File: src/hw/rtl/swr_pkg.sv
`timescale 1ns / 1ps

package swr_pkg;

    // input event kinds
    localparam logic [1:0] CMD_SEND = 2'd0;
    localparam logic [1:0] CMD_ACK  = 2'd1;
    localparam logic [1:0] CMD_TICK = 2'd2;

    // result event kinds
    localparam logic [2:0] EV_SEND         = 3'd0;
    localparam logic [2:0] EV_ACK_OK       = 3'd1;
    localparam logic [2:0] EV_ACK_UNKNOWN  = 3'd2;
    localparam logic [2:0] EV_ACK_TIMEOUT  = 3'd3;
    localparam logic [2:0] EV_CONNECTED    = 3'd4;
    localparam logic [2:0] EV_DISCONNECTED = 3'd5;

    // configuration register indexes
    localparam int unsigned CFG_IDX_W = 8;
    localparam logic [CFG_IDX_W-1:0] REG_RETRY_LIMIT   = 8'd0;
    localparam logic [CFG_IDX_W-1:0] REG_TIMEOUT_TICKS = 8'd1;
    localparam logic [CFG_IDX_W-1:0] REG_MAX_FAIL      = 8'd2;
    localparam logic [CFG_IDX_W-1:0] REG_PROTO_VERSION = 8'd3;
    localparam int unsigned CFG_DATA_W = 16;

    // reset values of the configuration registers
    localparam logic [7:0]  RST_RETRY_LIMIT   = 8'd3;
    localparam logic [15:0] RST_TIMEOUT_TICKS = 16'd1000;
    localparam logic [7:0]  RST_MAX_FAIL      = 8'd1;
    localparam logic [15:0] RST_PROTO_VERSION = 16'd0;

    // one result item
    typedef struct packed {
        logic [2:0]  ev;
        logic [31:0] id;
        logic [31:0] seq;
        logic [15:0] ver;
        logic        last;
    } t_result;

    // results produced by one accepted input, pushed into the output queue
    typedef struct packed {
        logic [1:0] cnt;
        t_result    res0;
        t_result    res1;
    } t_push;

    function automatic t_result mk_res(logic [2:0] ev, logic [31:0] id,
                                       logic [31:0] seq, logic [15:0] ver);
        t_result r;
        r.ev   = ev;
        r.id   = id;
        r.seq  = seq;
        r.ver  = ver;
        r.last = 1'b0;
        return r;
    endfunction

endpackage

File: src/hw/rtl/stop_and_wait_request_client.sv
`timescale 1ns / 1ps

// channel   direction  handshake                       payload
// s_axis    in         s_axis_tvalid / s_axis_tready   tdata: msg_id, ack_seq; tuser: cmd, rx_failed
// m_axis    out        m_axis_tvalid / m_axis_tready   tdata: out_id, out_seq, out_version;
//                                                      tuser: event_res; tlast: is_last
// cfg       in         i_cfg_we (no wait)              index i_cfg_index, data i_cfg_data
//
// one input transaction per cycle while s_axis_tready is high; the protocol step is done
// in the accepting cycle and its results, none, one or two, enter a small result queue
// and are registered in its storage before m_axis shows them
// s_axis_tready is high while the queue has room for two results
// synchronous active-low reset: link down, idle, configuration at its defaults
// output stalls are absorbed by the queue; input is held off only when it is nearly full

module stop_and_wait_request_client
    import swr_pkg::*;
#(
    parameter int unsigned OUT_DEPTH = 4
)
(
    input  logic                  i_clk,
    input  logic                  i_rst_n,
    // configuration write
    input  logic                  i_cfg_we,
    input  logic [CFG_IDX_W-1:0]  i_cfg_index,
    input  logic [CFG_DATA_W-1:0] i_cfg_data,
    // input events
    input  logic                  s_axis_tvalid,
    output logic                  s_axis_tready,
    input  logic [63:0]           s_axis_tdata,  // msg_id [31:0], ack_seq [63:32]
    input  logic [2:0]            s_axis_tuser,  // cmd [1:0], rx_failed [2]
    // result events
    output logic                  m_axis_tvalid,
    input  logic                  m_axis_tready,
    output logic [79:0]           m_axis_tdata,  // out_id [31:0], out_seq [63:32],
                                                 // out_version [79:64]
    output logic [2:0]            m_axis_tuser,  // event_res [2:0]
    output logic                  m_axis_tlast
);

    logic    w_room;
    logic    w_accept;
    t_push   w_push;
    t_result w_res;

    assign s_axis_tready = w_room;
    assign w_accept      = s_axis_tvalid && w_room;

    // protocol state and result generation
    swr_core u_core (
        .i_clk       (i_clk),
        .i_rst_n     (i_rst_n),
        .i_cfg_we    (i_cfg_we),
        .i_cfg_index (i_cfg_index),
        .i_cfg_data  (i_cfg_data),
        .i_accept    (w_accept),
        .i_cmd       (s_axis_tuser[1:0]),
        .i_msg_id    (s_axis_tdata[31:0]),
        .i_ack_seq   (s_axis_tdata[63:32]),
        .i_rx_failed (s_axis_tuser[2]),
        .o_push      (w_push)
    );

    // result queue
    swr_ofifo #(
        .DEPTH (OUT_DEPTH)
    ) u_ofifo (
        .i_clk   (i_clk),
        .i_rst_n (i_rst_n),
        .i_push  (w_push),
        .o_room  (w_room),
        .o_valid (m_axis_tvalid),
        .o_res   (w_res),
        .i_pop   (m_axis_tready)
    );

    assign m_axis_tdata = {w_res.ver, w_res.seq, w_res.id};
    assign m_axis_tuser = w_res.ev;
    assign m_axis_tlast = w_res.last;

endmodule

File: src/hw/rtl/swr_core.sv
`timescale 1ns / 1ps

module swr_core
    import swr_pkg::*;
(
    input  logic                 i_clk,
    input  logic                 i_rst_n,
    input  logic                 i_cfg_we,
    input  logic [CFG_IDX_W-1:0] i_cfg_index,
    input  logic [CFG_DATA_W-1:0] i_cfg_data,
    input  logic                 i_accept,
    input  logic [1:0]           i_cmd,
    input  logic [31:0]          i_msg_id,
    input  logic [31:0]          i_ack_seq,
    input  logic                 i_rx_failed,
    output t_push                o_push
);

    logic [7:0]  r_retry_limit;
    logic [15:0] r_timeout_ticks;
    logic [7:0]  r_max_fail;
    logic [15:0] r_proto_version;

    logic        r_waiting_ack,  n_waiting_ack;
    logic [31:0] r_next_seq,     n_next_seq;
    logic [31:0] r_pending_id,   n_pending_id;
    logic [31:0] r_pending_seq,  n_pending_seq;
    logic [15:0] r_pending_ver,  n_pending_ver;
    logic [7:0]  r_retry_count,  n_retry_count;
    logic [7:0]  r_fail_count,   n_fail_count;
    logic        r_link_up,      n_link_up;
    logic [15:0] r_timer_left,   n_timer_left;
    logic        r_timer_running, n_timer_running;

    logic [7:0]  w_retry_inc;
    logic [7:0]  w_fail_inc;
    t_push       w_push;

    // configuration registers
    always_ff @(posedge i_clk) begin
        if (!i_rst_n) begin
            r_retry_limit   <= RST_RETRY_LIMIT;
            r_timeout_ticks <= RST_TIMEOUT_TICKS;
            r_max_fail      <= RST_MAX_FAIL;
            r_proto_version <= RST_PROTO_VERSION;
        end else if (i_cfg_we) begin
            case (i_cfg_index)
                REG_RETRY_LIMIT:   r_retry_limit   <= i_cfg_data[7:0];
                REG_TIMEOUT_TICKS: r_timeout_ticks <= i_cfg_data;
                REG_MAX_FAIL:      r_max_fail      <= i_cfg_data[7:0];
                REG_PROTO_VERSION: r_proto_version <= i_cfg_data;
                default: ;
            endcase
        end
    end

    assign w_retry_inc = r_retry_count + 8'd1;
    assign w_fail_inc  = (r_fail_count == 8'hFF) ? r_fail_count : r_fail_count + 8'd1;

    // protocol step for one accepted transaction
    always_comb begin
        n_waiting_ack   = r_waiting_ack;
        n_next_seq      = r_next_seq;
        n_pending_id    = r_pending_id;
        n_pending_seq   = r_pending_seq;
        n_pending_ver   = r_pending_ver;
        n_retry_count   = r_retry_count;
        n_fail_count    = r_fail_count;
        n_link_up       = r_link_up;
        n_timer_left    = r_timer_left;
        n_timer_running = r_timer_running;
        w_push.cnt      = 2'd0;
        w_push.res0     = mk_res(EV_SEND, 32'd0, 32'd0, 16'd0);
        w_push.res1     = mk_res(EV_SEND, 32'd0, 32'd0, 16'd0);

        if (i_accept) begin
            case (i_cmd)
                CMD_SEND: begin
                    if (!r_waiting_ack) begin
                        n_pending_id    = i_msg_id;
                        n_pending_seq   = r_next_seq;
                        n_pending_ver   = r_proto_version;
                        w_push.res0     = mk_res(EV_SEND, i_msg_id, r_next_seq,
                                                 r_proto_version);
                        w_push.cnt      = 2'd1;
                        n_next_seq      = r_next_seq + 32'd1;
                        n_waiting_ack   = 1'b1;
                        n_retry_count   = 8'd0;
                        n_timer_left    = r_timeout_ticks;
                        n_timer_running = 1'b1;
                    end
                end
                CMD_ACK: begin
                    if (r_waiting_ack) begin
                        n_waiting_ack = 1'b0;
                        if (!i_rx_failed) begin
                            n_timer_running = 1'b0;
                            if (i_msg_id == r_pending_id && i_ack_seq == r_pending_seq) begin
                                n_fail_count = 8'd0;
                                n_link_up    = 1'b1;
                                if (!r_link_up) begin
                                    w_push.res0 = mk_res(EV_CONNECTED, i_msg_id,
                                                         i_ack_seq, 16'd0);
                                    w_push.res1 = mk_res(EV_ACK_OK, i_msg_id,
                                                         i_ack_seq, 16'd0);
                                    w_push.cnt  = 2'd2;
                                end else begin
                                    w_push.res0 = mk_res(EV_ACK_OK, i_msg_id,
                                                         i_ack_seq, 16'd0);
                                    w_push.cnt  = 2'd1;
                                end
                            end else begin
                                w_push.res0 = mk_res(EV_ACK_UNKNOWN, i_msg_id,
                                                     i_ack_seq, 16'd0);
                                w_push.cnt  = 2'd1;
                            end
                        end
                    end
                end
                CMD_TICK: begin
                    if (r_timer_running) begin
                        if (r_timer_left > 16'd1) begin
                            n_timer_left = r_timer_left - 16'd1;
                        end else if (w_retry_inc < r_retry_limit) begin
                            // resend the stored request and restart the timer
                            n_retry_count   = w_retry_inc;
                            n_timer_left    = r_timeout_ticks;
                            n_timer_running = 1'b1;
                            w_push.res0     = mk_res(EV_SEND, r_pending_id,
                                                     r_pending_seq, r_pending_ver);
                            w_push.cnt      = 2'd1;
                        end else begin
                            // abandon the request
                            n_timer_left    = 16'd0;
                            n_timer_running = 1'b0;
                            n_retry_count   = 8'd0;
                            n_waiting_ack   = 1'b0;
                            n_fail_count    = w_fail_inc;
                            if (w_fail_inc >= r_max_fail) begin
                                n_link_up = 1'b0;
                            end
                            if (w_fail_inc >= r_max_fail && r_link_up) begin
                                w_push.res0 = mk_res(EV_DISCONNECTED, r_pending_id,
                                                     r_pending_seq, 16'd0);
                                w_push.res1 = mk_res(EV_ACK_TIMEOUT, r_pending_id,
                                                     r_pending_seq, 16'd0);
                                w_push.cnt  = 2'd2;
                            end else begin
                                w_push.res0 = mk_res(EV_ACK_TIMEOUT, r_pending_id,
                                                     r_pending_seq, 16'd0);
                                w_push.cnt  = 2'd1;
                            end
                        end
                    end
                end
                default: ;
            endcase
        end

        // mark the final result of this transaction
        w_push.res0.last = (w_push.cnt == 2'd1);
        w_push.res1.last = (w_push.cnt == 2'd2);
    end

    // protocol state
    always_ff @(posedge i_clk) begin
        if (!i_rst_n) begin
            r_waiting_ack   <= 1'b0;
            r_next_seq      <= 32'd0;
            r_pending_id    <= 32'd0;
            r_pending_seq   <= 32'd0;
            r_pending_ver   <= 16'd0;
            r_retry_count   <= 8'd0;
            r_fail_count    <= 8'd0;
            r_link_up       <= 1'b0;
            r_timer_left    <= 16'd0;
            r_timer_running <= 1'b0;
        end else begin
            r_waiting_ack   <= n_waiting_ack;
            r_next_seq      <= n_next_seq;
            r_pending_id    <= n_pending_id;
            r_pending_seq   <= n_pending_seq;
            r_pending_ver   <= n_pending_ver;
            r_retry_count   <= n_retry_count;
            r_fail_count    <= n_fail_count;
            r_link_up       <= n_link_up;
            r_timer_left    <= n_timer_left;
            r_timer_running <= n_timer_running;
        end
    end

    assign o_push = w_push;

    // a request is outstanding only while the timer runs
    a_wait_has_timer: assert property (@(posedge i_clk) disable iff (!i_rst_n)
        r_waiting_ack |-> r_timer_running)
        else $error("waiting for ack without a running timer");

    // the link only comes up through an accepted ack
    a_link_up_cause: assert property (@(posedge i_clk) disable iff (!i_rst_n)
        $rose(r_link_up) |-> $past(i_accept) && $past(i_cmd) == CMD_ACK)
        else $error("link came up without an ack");

    // the sequence number only moves on a request that was sent
    a_seq_step: assert property (@(posedge i_clk) disable iff (!i_rst_n)
        !$stable(r_next_seq) |-> $past(r_waiting_ack) == 1'b0 && r_waiting_ack)
        else $error("sequence number moved without a new request");

endmodule

File: src/hw/rtl/swr_ofifo.sv
`timescale 1ns / 1ps

module swr_ofifo
    import swr_pkg::*;
#(
    parameter int unsigned DEPTH = 4
)
(
    input  logic    i_clk,
    input  logic    i_rst_n,
    input  t_push   i_push,
    output logic    o_room,
    output logic    o_valid,
    output t_result o_res,
    input  logic    i_pop
);

    localparam int unsigned PTR_W = $clog2(DEPTH);
    localparam int unsigned CNT_W = $clog2(DEPTH + 1);
    localparam logic [PTR_W-1:0] LAST_PTR = PTR_W'(DEPTH - 1);

    t_result r_mem [DEPTH];
    logic [PTR_W-1:0] r_wr_ptr, n_wr_ptr;
    logic [PTR_W-1:0] r_rd_ptr, n_rd_ptr;
    logic [CNT_W-1:0] r_count,  n_count;
    logic [PTR_W-1:0] w_wr_ptr1;
    logic             w_pop;

    function automatic logic [PTR_W-1:0] ptr_inc(logic [PTR_W-1:0] p);
        return (p == LAST_PTR) ? '0 : p + PTR_W'(1);
    endfunction

    assign w_pop     = i_pop && (r_count != '0);
    assign w_wr_ptr1 = ptr_inc(r_wr_ptr);

    // pointer and fill count update
    always_comb begin
        n_rd_ptr = w_pop ? ptr_inc(r_rd_ptr) : r_rd_ptr;
        case (i_push.cnt)
            2'd1:    n_wr_ptr = w_wr_ptr1;
            2'd2:    n_wr_ptr = ptr_inc(w_wr_ptr1);
            default: n_wr_ptr = r_wr_ptr;
        endcase
        n_count = r_count + CNT_W'(i_push.cnt) - CNT_W'(w_pop);
    end

    always_ff @(posedge i_clk) begin
        if (!i_rst_n) begin
            r_wr_ptr <= '0;
            r_rd_ptr <= '0;
            r_count  <= '0;
        end else begin
            r_wr_ptr <= n_wr_ptr;
            r_rd_ptr <= n_rd_ptr;
            r_count  <= n_count;
        end
    end

    // result storage
    always_ff @(posedge i_clk) begin
        if (i_push.cnt != 2'd0) begin
            r_mem[r_wr_ptr] <= i_push.res0;
        end
        if (i_push.cnt == 2'd2) begin
            r_mem[w_wr_ptr1] <= i_push.res1;
        end
    end

    // room is kept for the largest burst one transaction can cause
    assign o_room  = (r_count <= CNT_W'(DEPTH - 2));
    assign o_valid = (r_count != '0);
    assign o_res   = r_mem[r_rd_ptr];

    a_no_overflow: assert property (@(posedge i_clk) disable iff (!i_rst_n)
        r_count <= CNT_W'(DEPTH))
        else $error("result queue overflow");

    a_push_needs_room: assert property (@(posedge i_clk) disable iff (!i_rst_n)
        i_push.cnt != 2'd0 |-> r_count <= CNT_W'(DEPTH - 2))
        else $error("results pushed without room");

    a_ptr_gap: assert property (@(posedge i_clk) disable iff (!i_rst_n)
        r_count == '0 |-> r_wr_ptr == r_rd_ptr)
        else $error("empty queue with pointers apart");

endmodule

File: config.mk
export PLATFORM = sky130hd
export DESIGN_NAME = stop_and_wait_request_client
export DESIGN_NICKNAME = d
export VERILOG_FILES = /design/src/hw/rtl/swr_pkg.sv /design/src/hw/rtl/stop_and_wait_request_client.sv /design/src/hw/rtl/swr_core.sv /design/src/hw/rtl/swr_ofifo.sv
export SDC_FILE = /design/constraint.sdc
export NUM_CORES = 1
export LEC_CHECK = 0
export BUFFER_PORTS_ARGS = -buffer_cell sky130_fd_sc_hd__buf_4
export CORE_MARGIN = 2
export CORE_UTILIZATION = 40
export CTS_CLUSTER_SIZE = 40
export DETAILED_ROUTE_END_ITERATION = 7
export GPL_ROUTABILITY_DRIVEN = 0
export HOLD_SLACK_MARGIN = 0.12
export PLACE_DENSITY = 0.63
export SETUP_SLACK_MARGIN = 0.1
export SYNTH_ARGS = -nofsm -noshare
export SYNTH_HDL_FRONTEND = slang
export SYNTH_HIERARCHICAL = 1
export SYNTH_SLANG_ARGS = --single-unit
export TNS_END_PERCENT = 5
File: constraint.sdc
create_clock -name i_clk -period 10.25 [get_ports i_clk]
set_input_delay 2.5625 -clock i_clk [delete_from_list [all_inputs] [get_ports i_clk]]
set_output_delay 2.5625 -clock i_clk [all_outputs]
set_load 0.005 [all_outputs]
# After elaboration in Yosys (flattened, before gate mapping)
# Memories as Yosys holds them, arrays and structs flattened. A register that Yosys moved wholly into a read port is not among the register bits.
# Cells that the tools add are included.
# Widths: inputs -> output; s select.
[classes]
reduce_logical = 23
order_cmp = 4
n_div = 0
bitwise = 1
n_addsub = 9
eq_ne = 21
shifts = 0
n_mux = 63
mul = 0
[op_table]
columns = ["op", "count"]
rows = [
  ["$mux 170", 5],
  ["$mux 86", 4],
  ["$pmux 86 s3", 1],
  ["$pmux 84 s2", 1],
  ["$mux 82", 2],
  ["$mux 8", 11],
  ["$mux 85", 1],
  ["$mux 84", 1],
  ["$mux 83", 1],
  ["$eq 32x32->1", 2],
  ["$mux 16", 4],
  ["$add 32x1->32 const B", 1],
  ["$pmux 16 s2", 1],
  ["$pmux 8 s2", 2],
  ["$mux 1", 20],
  ["$add 8x1->8 const B", 2],
  ["$eq 8x2->1 const B", 2],
  ["$gt 16x1->1 const B", 1],
  ["$sub 16x1->16 const B", 1],
  ["$reduce_and 5->1", 3],
  ["$eq 2x2->1 const B", 5],
  ["$mux 2", 5],
  ["$reduce_and 9->1", 1],
  ["$eq 8x1->1 const B", 1],
  ["23 further kinds", 43],
]
[word_totals]
rom_bits = 0
ram_bits = 336
latch_bits = 0
n_memories = 1
in_bits = 96
regBits = 202
[mem_list]
columns = ["memory", "words", "word_bits", "rd", "rd_ports_with_merged_regs", "write_ports", "line", "source"]
rows = [
  ["u_ofifo.r_mem", 4, 84, 1, 1, 2, "swr_ofifo.sv:22", "t_result r_mem [DEPTH];"],
]

# Longest topological paths before layout
[depth]
ltp_word = 13
depth_mapped = 19
mapped_depth_nobuf = 18

# Cells and area by module
# Netlist, hierarchy kept.
[by_module_without_submodules]
columns = ["mod", "area_each_um2", "cells_per_inst", "n_inst"]
rows = [
  ["swr_ofifo", 16977.5, 881, 1],
  ["swr_core", 11337.1, 1461, 1],
  ["stop_and_wait_request_client", 6.3, 1, 1],
]

# Worst setup path after synthesis
# OpenSTA, ideal clock, no wires.
[synth_path]
kind = "input to register"
startpoint = "in s_axis_tuser[1]"
endpoint = "mem u_ofifo/r_mem[1][0] in the netlist's numbering, enable pin"
required_time_ns = 9.608
slack_ns = -0.720
setup_ns = 0.642
stages = 12
path_buffers = 4
arrival_ns = 10.327
cell_sequence = "inv_1 -> ha_1 -> and3b_1 -> clkbuf_1 -> clkbuf_1 -> clkbuf_1 -> a31oi_1 -> nor2_1 -> buf_4 -> inv_1 -> ha_1 -> o21ai_0"
[synth_rtl]
columns = ["item", "line", "source"]
rows = [
  ["start: declaration", "stop_and_wait_request_client.sv:32", "input logic [2:0] s_axis_tuser,"],
  ["end: declaration", "swr_ofifo.sv:22", ""],
]

==> impl_metrics.toml <==
[status]
status = "finished, final reports clean"

[final_layout]
fill_cells = 6313
drive_gt1_share_pct = 26.4
final_nets = 2587
design_area_um2 = 32100
area_delta_synth_final_pct = 13.5

[floorplanning]
die_x_um = 270
rows = 97
dieArea_um2 = 72900
fp.dieH_um = 270
ioPinCount = 182
start_util_pct = 40.4
fp.coreArea_um2 = 70000

[setup_path]
worstPathArrival_ns = 7.48
worstSetupEndpointType = "register"
path_max_fanout = 85
critPathLaunchType = "input pin"
worstSetupPathType = "in -> reg"
critPathRequiredTime_ns = 10.52

[pwr]
ir_drop_uv = 130
powerDensity_nw_per_um2 = 169
leakage_nw = 11.8

[sta]
slew_viol_final = 0
final.setup.tns_ns = 0
worst_slew_pin_slew_ns = 1.17
fmax_mhz = 139
fin_crit_ns = 7.21
finalClockSkew_ns = 0.0225
rsz0062_at_grt = "no"
hold_violations = 0
relSlewSlack_pct = 21.6
min_period_over_period_pct = 70.3
setup_viol = 0

[synth]
syn_area_per_cell_um2 = 12.1
ys.flop_type = "edfxtp_1"
synth-edff-count = 336
ys_types = 70
synthArstFlopShare_pct = 0
syn_area_um2 = 28300
synth_warnings = 6
yosysTopAreaCellShare_pct = 35.6
synthCells = 2343
yosysMostFrequentCell = "edfxtp_1"
yosys-top-cells-count = "336 x edfxtp_1, 259 x nand2_1, 213 x mux2_2, 204 x dfxtp_1, 158 x a21oi_1"
ys_seq_elements = 540
ys_seq_area_share_pct = 50.0
yosys.area.top_type = "edfxtp_1"
synth.area.top_cells = "edfxtp_1 36%, dfxtp_1 14%, mux2_2 8.5%"

[cts]
clk_path_buf_depth = 3
clkSinkCount = 540
cts_hold_buf = 0
cts_tree = "built"
cts-buffers-inserted = 59
cts-root-buf = "clkbuf_16"
clkLatencyLatePin_ns = 0.64
cts_resized = 0
cts_setup_buffers = 0
cts_max_level = 2
clk_pin_slew_ns = 0.06

[hold_path]
hp-class = "reg -> reg"

[grt]
grt_max_degree = 86
grt_pass1_wl_um = 123000
grt_pass1_vias = 19919
grt_usage_pct = 21.8
grt_overflow = 0
antenna_found_initial = 2

[drt]
drtAntennaViolNets = 0
drc_errors = 0
routedWlPerCell_um = 23.5
avgViaCountPerCell = 5.78
drt-total-wl_um = 81100
dr.pass1.iters = 5
vias = 19895
initialDrtViolationCount = 2029

[placement]
dpl_cell_area_um2 = 30200
port_buffers = 181
post-dp-hpwl_um = 49900

[job]
drv_cap = 0
==> registers in the layout, indices dropped and copies added, names as in the netlist, 16 cells and up, named ones only <==
name	cells
u_core/r_next_seq	32
u_core/r_proto_version	16
u_core/r_timeout_ticks	16
u_core/r_timer_left	16
u_ofifo/r_mem	336
u_core/r_pending_seq	32
u_core/r_pending_id	32
u_core/r_pending_ver	16
==> stage by stage <==
stage | util [%] | worst slack (ns) | hold slack [ns] | power [mW] | cells
floorplan | - | -0.720 | 0.434 | 2.97 | 2359
global placement | 43.1 | 2.42 | 0.441 | 3.37 | 3332
detailed placement | 43.1 | 2.46 | 0.446 | 3.38 | 3332
CTS | 45.9 | 3.11 | 0.454 | 5.49 | 3443
global route | 45.9 | 2.90 | 0.466 | 5.64 | 3444
finish | 45.9 | 3.04 | 0.453 | 5.44 | 3445
==> path summary, 6_finish.rpt <==
path                                              start                       to  slack (ns)  depth (start not counted)
worst min-delay path            u_core/r_pending_ver[9]  u_core/r_pending_ver[9]        0.45                          2
worst max register to register  u_core/r_retry_count[0]     u_ofifo/r_mem[1][22]        4.17                         16
worst min register to register  u_core/r_pending_ver[9]  u_core/r_pending_ver[9]        0.45                          2
worst max-delay path                   s_axis_tdata[47]     u_ofifo/r_mem[1][22]        3.04                         12
==> cell usage in the layout, fill, tap and decap left out, types with 7 or more instances in the layout <==
cell type,count
a21oi_1,158
a22o_1,64
a22oi_1,81
and2_1,10
and3_1,10
buf_4,203
clkbuf_1,16
clkbuf_16,61
clkbuf_8,8
clkinv_2,11
conb_1,17
dfxtp_1,202
edfxtp_1,336
ha_1,37
inv_1,45
mux2_1,87
mux2_2,213
mux2_4,36
mux2i_1,54
mux4_2,84
nand2_1,258
nand3_1,24
nand4_1,31
nor2_1,141
nor2b_1,7
nor3_1,20
nor4_1,12
o21ai_0,40
or3_1,13
or4_1,7
xnor2_1,86
xor2_1,20
==> power by group <==
part	switching, mW	internal [mW]	total [mW]
registers	0.0781	2.34	2.42
clock network	0.901	1.21	2.11
logic	0.485	0.420	0.904
==> worst max-delay path, stage by stage <==
cell and delay, ns:
buf_4 0.12, xnor2_1 0.43, nand4_1 0.18, nor4_1 0.58
nand4_1 0.44, o21ai_0 0.36, a21oi_1 0.15, inv_1 0.12
ha_1 0.66, nand2_8 0.69, o21ai_4 0.60, buf_12 0.47
==> cell families (layout without fill, tap and decap cells) <==
family          count (synthesis)  after routing  share of synthesized area, %
compound gates                394            394                          9.01
buf+inv                       217            361                          4.25
other cells                     1             19                        0.0132
simple gates                  573            573                          9.27
xor+xnor                      106            106                          3.28
mux                           474            474                          22.4
flops                         540            540                          50.0
fa+ha+maj                      38             38                          1.71
==> per-layer routing <==
metal,part of all wire (%),track usage (%),wire (um)
met1,42,28.4,33800
met2,49,36.9,39400
met4,3.0,7.40,2470
met5,0.015,0,12
met3,6.7,3.45,5440
==> cell type report <==
cell class | count | area, um2 | share of cell area [%]
well taps | 940 | 1180 | 3.66
repair buffers | 204 | 1540 | 4.80
inverters | 46 | 175 | 0.545
multi-input cells | 1602 | 13100 | 40.9
clock inverters | 24 | 206 | 0.642
flip-flops and latches | 540 | 14200 | 44.1
clock buffers | 87 | 1710 | 5.33
diodes | 2 | 5.00 | 0.0156
(Power assumes the default switching activity.)
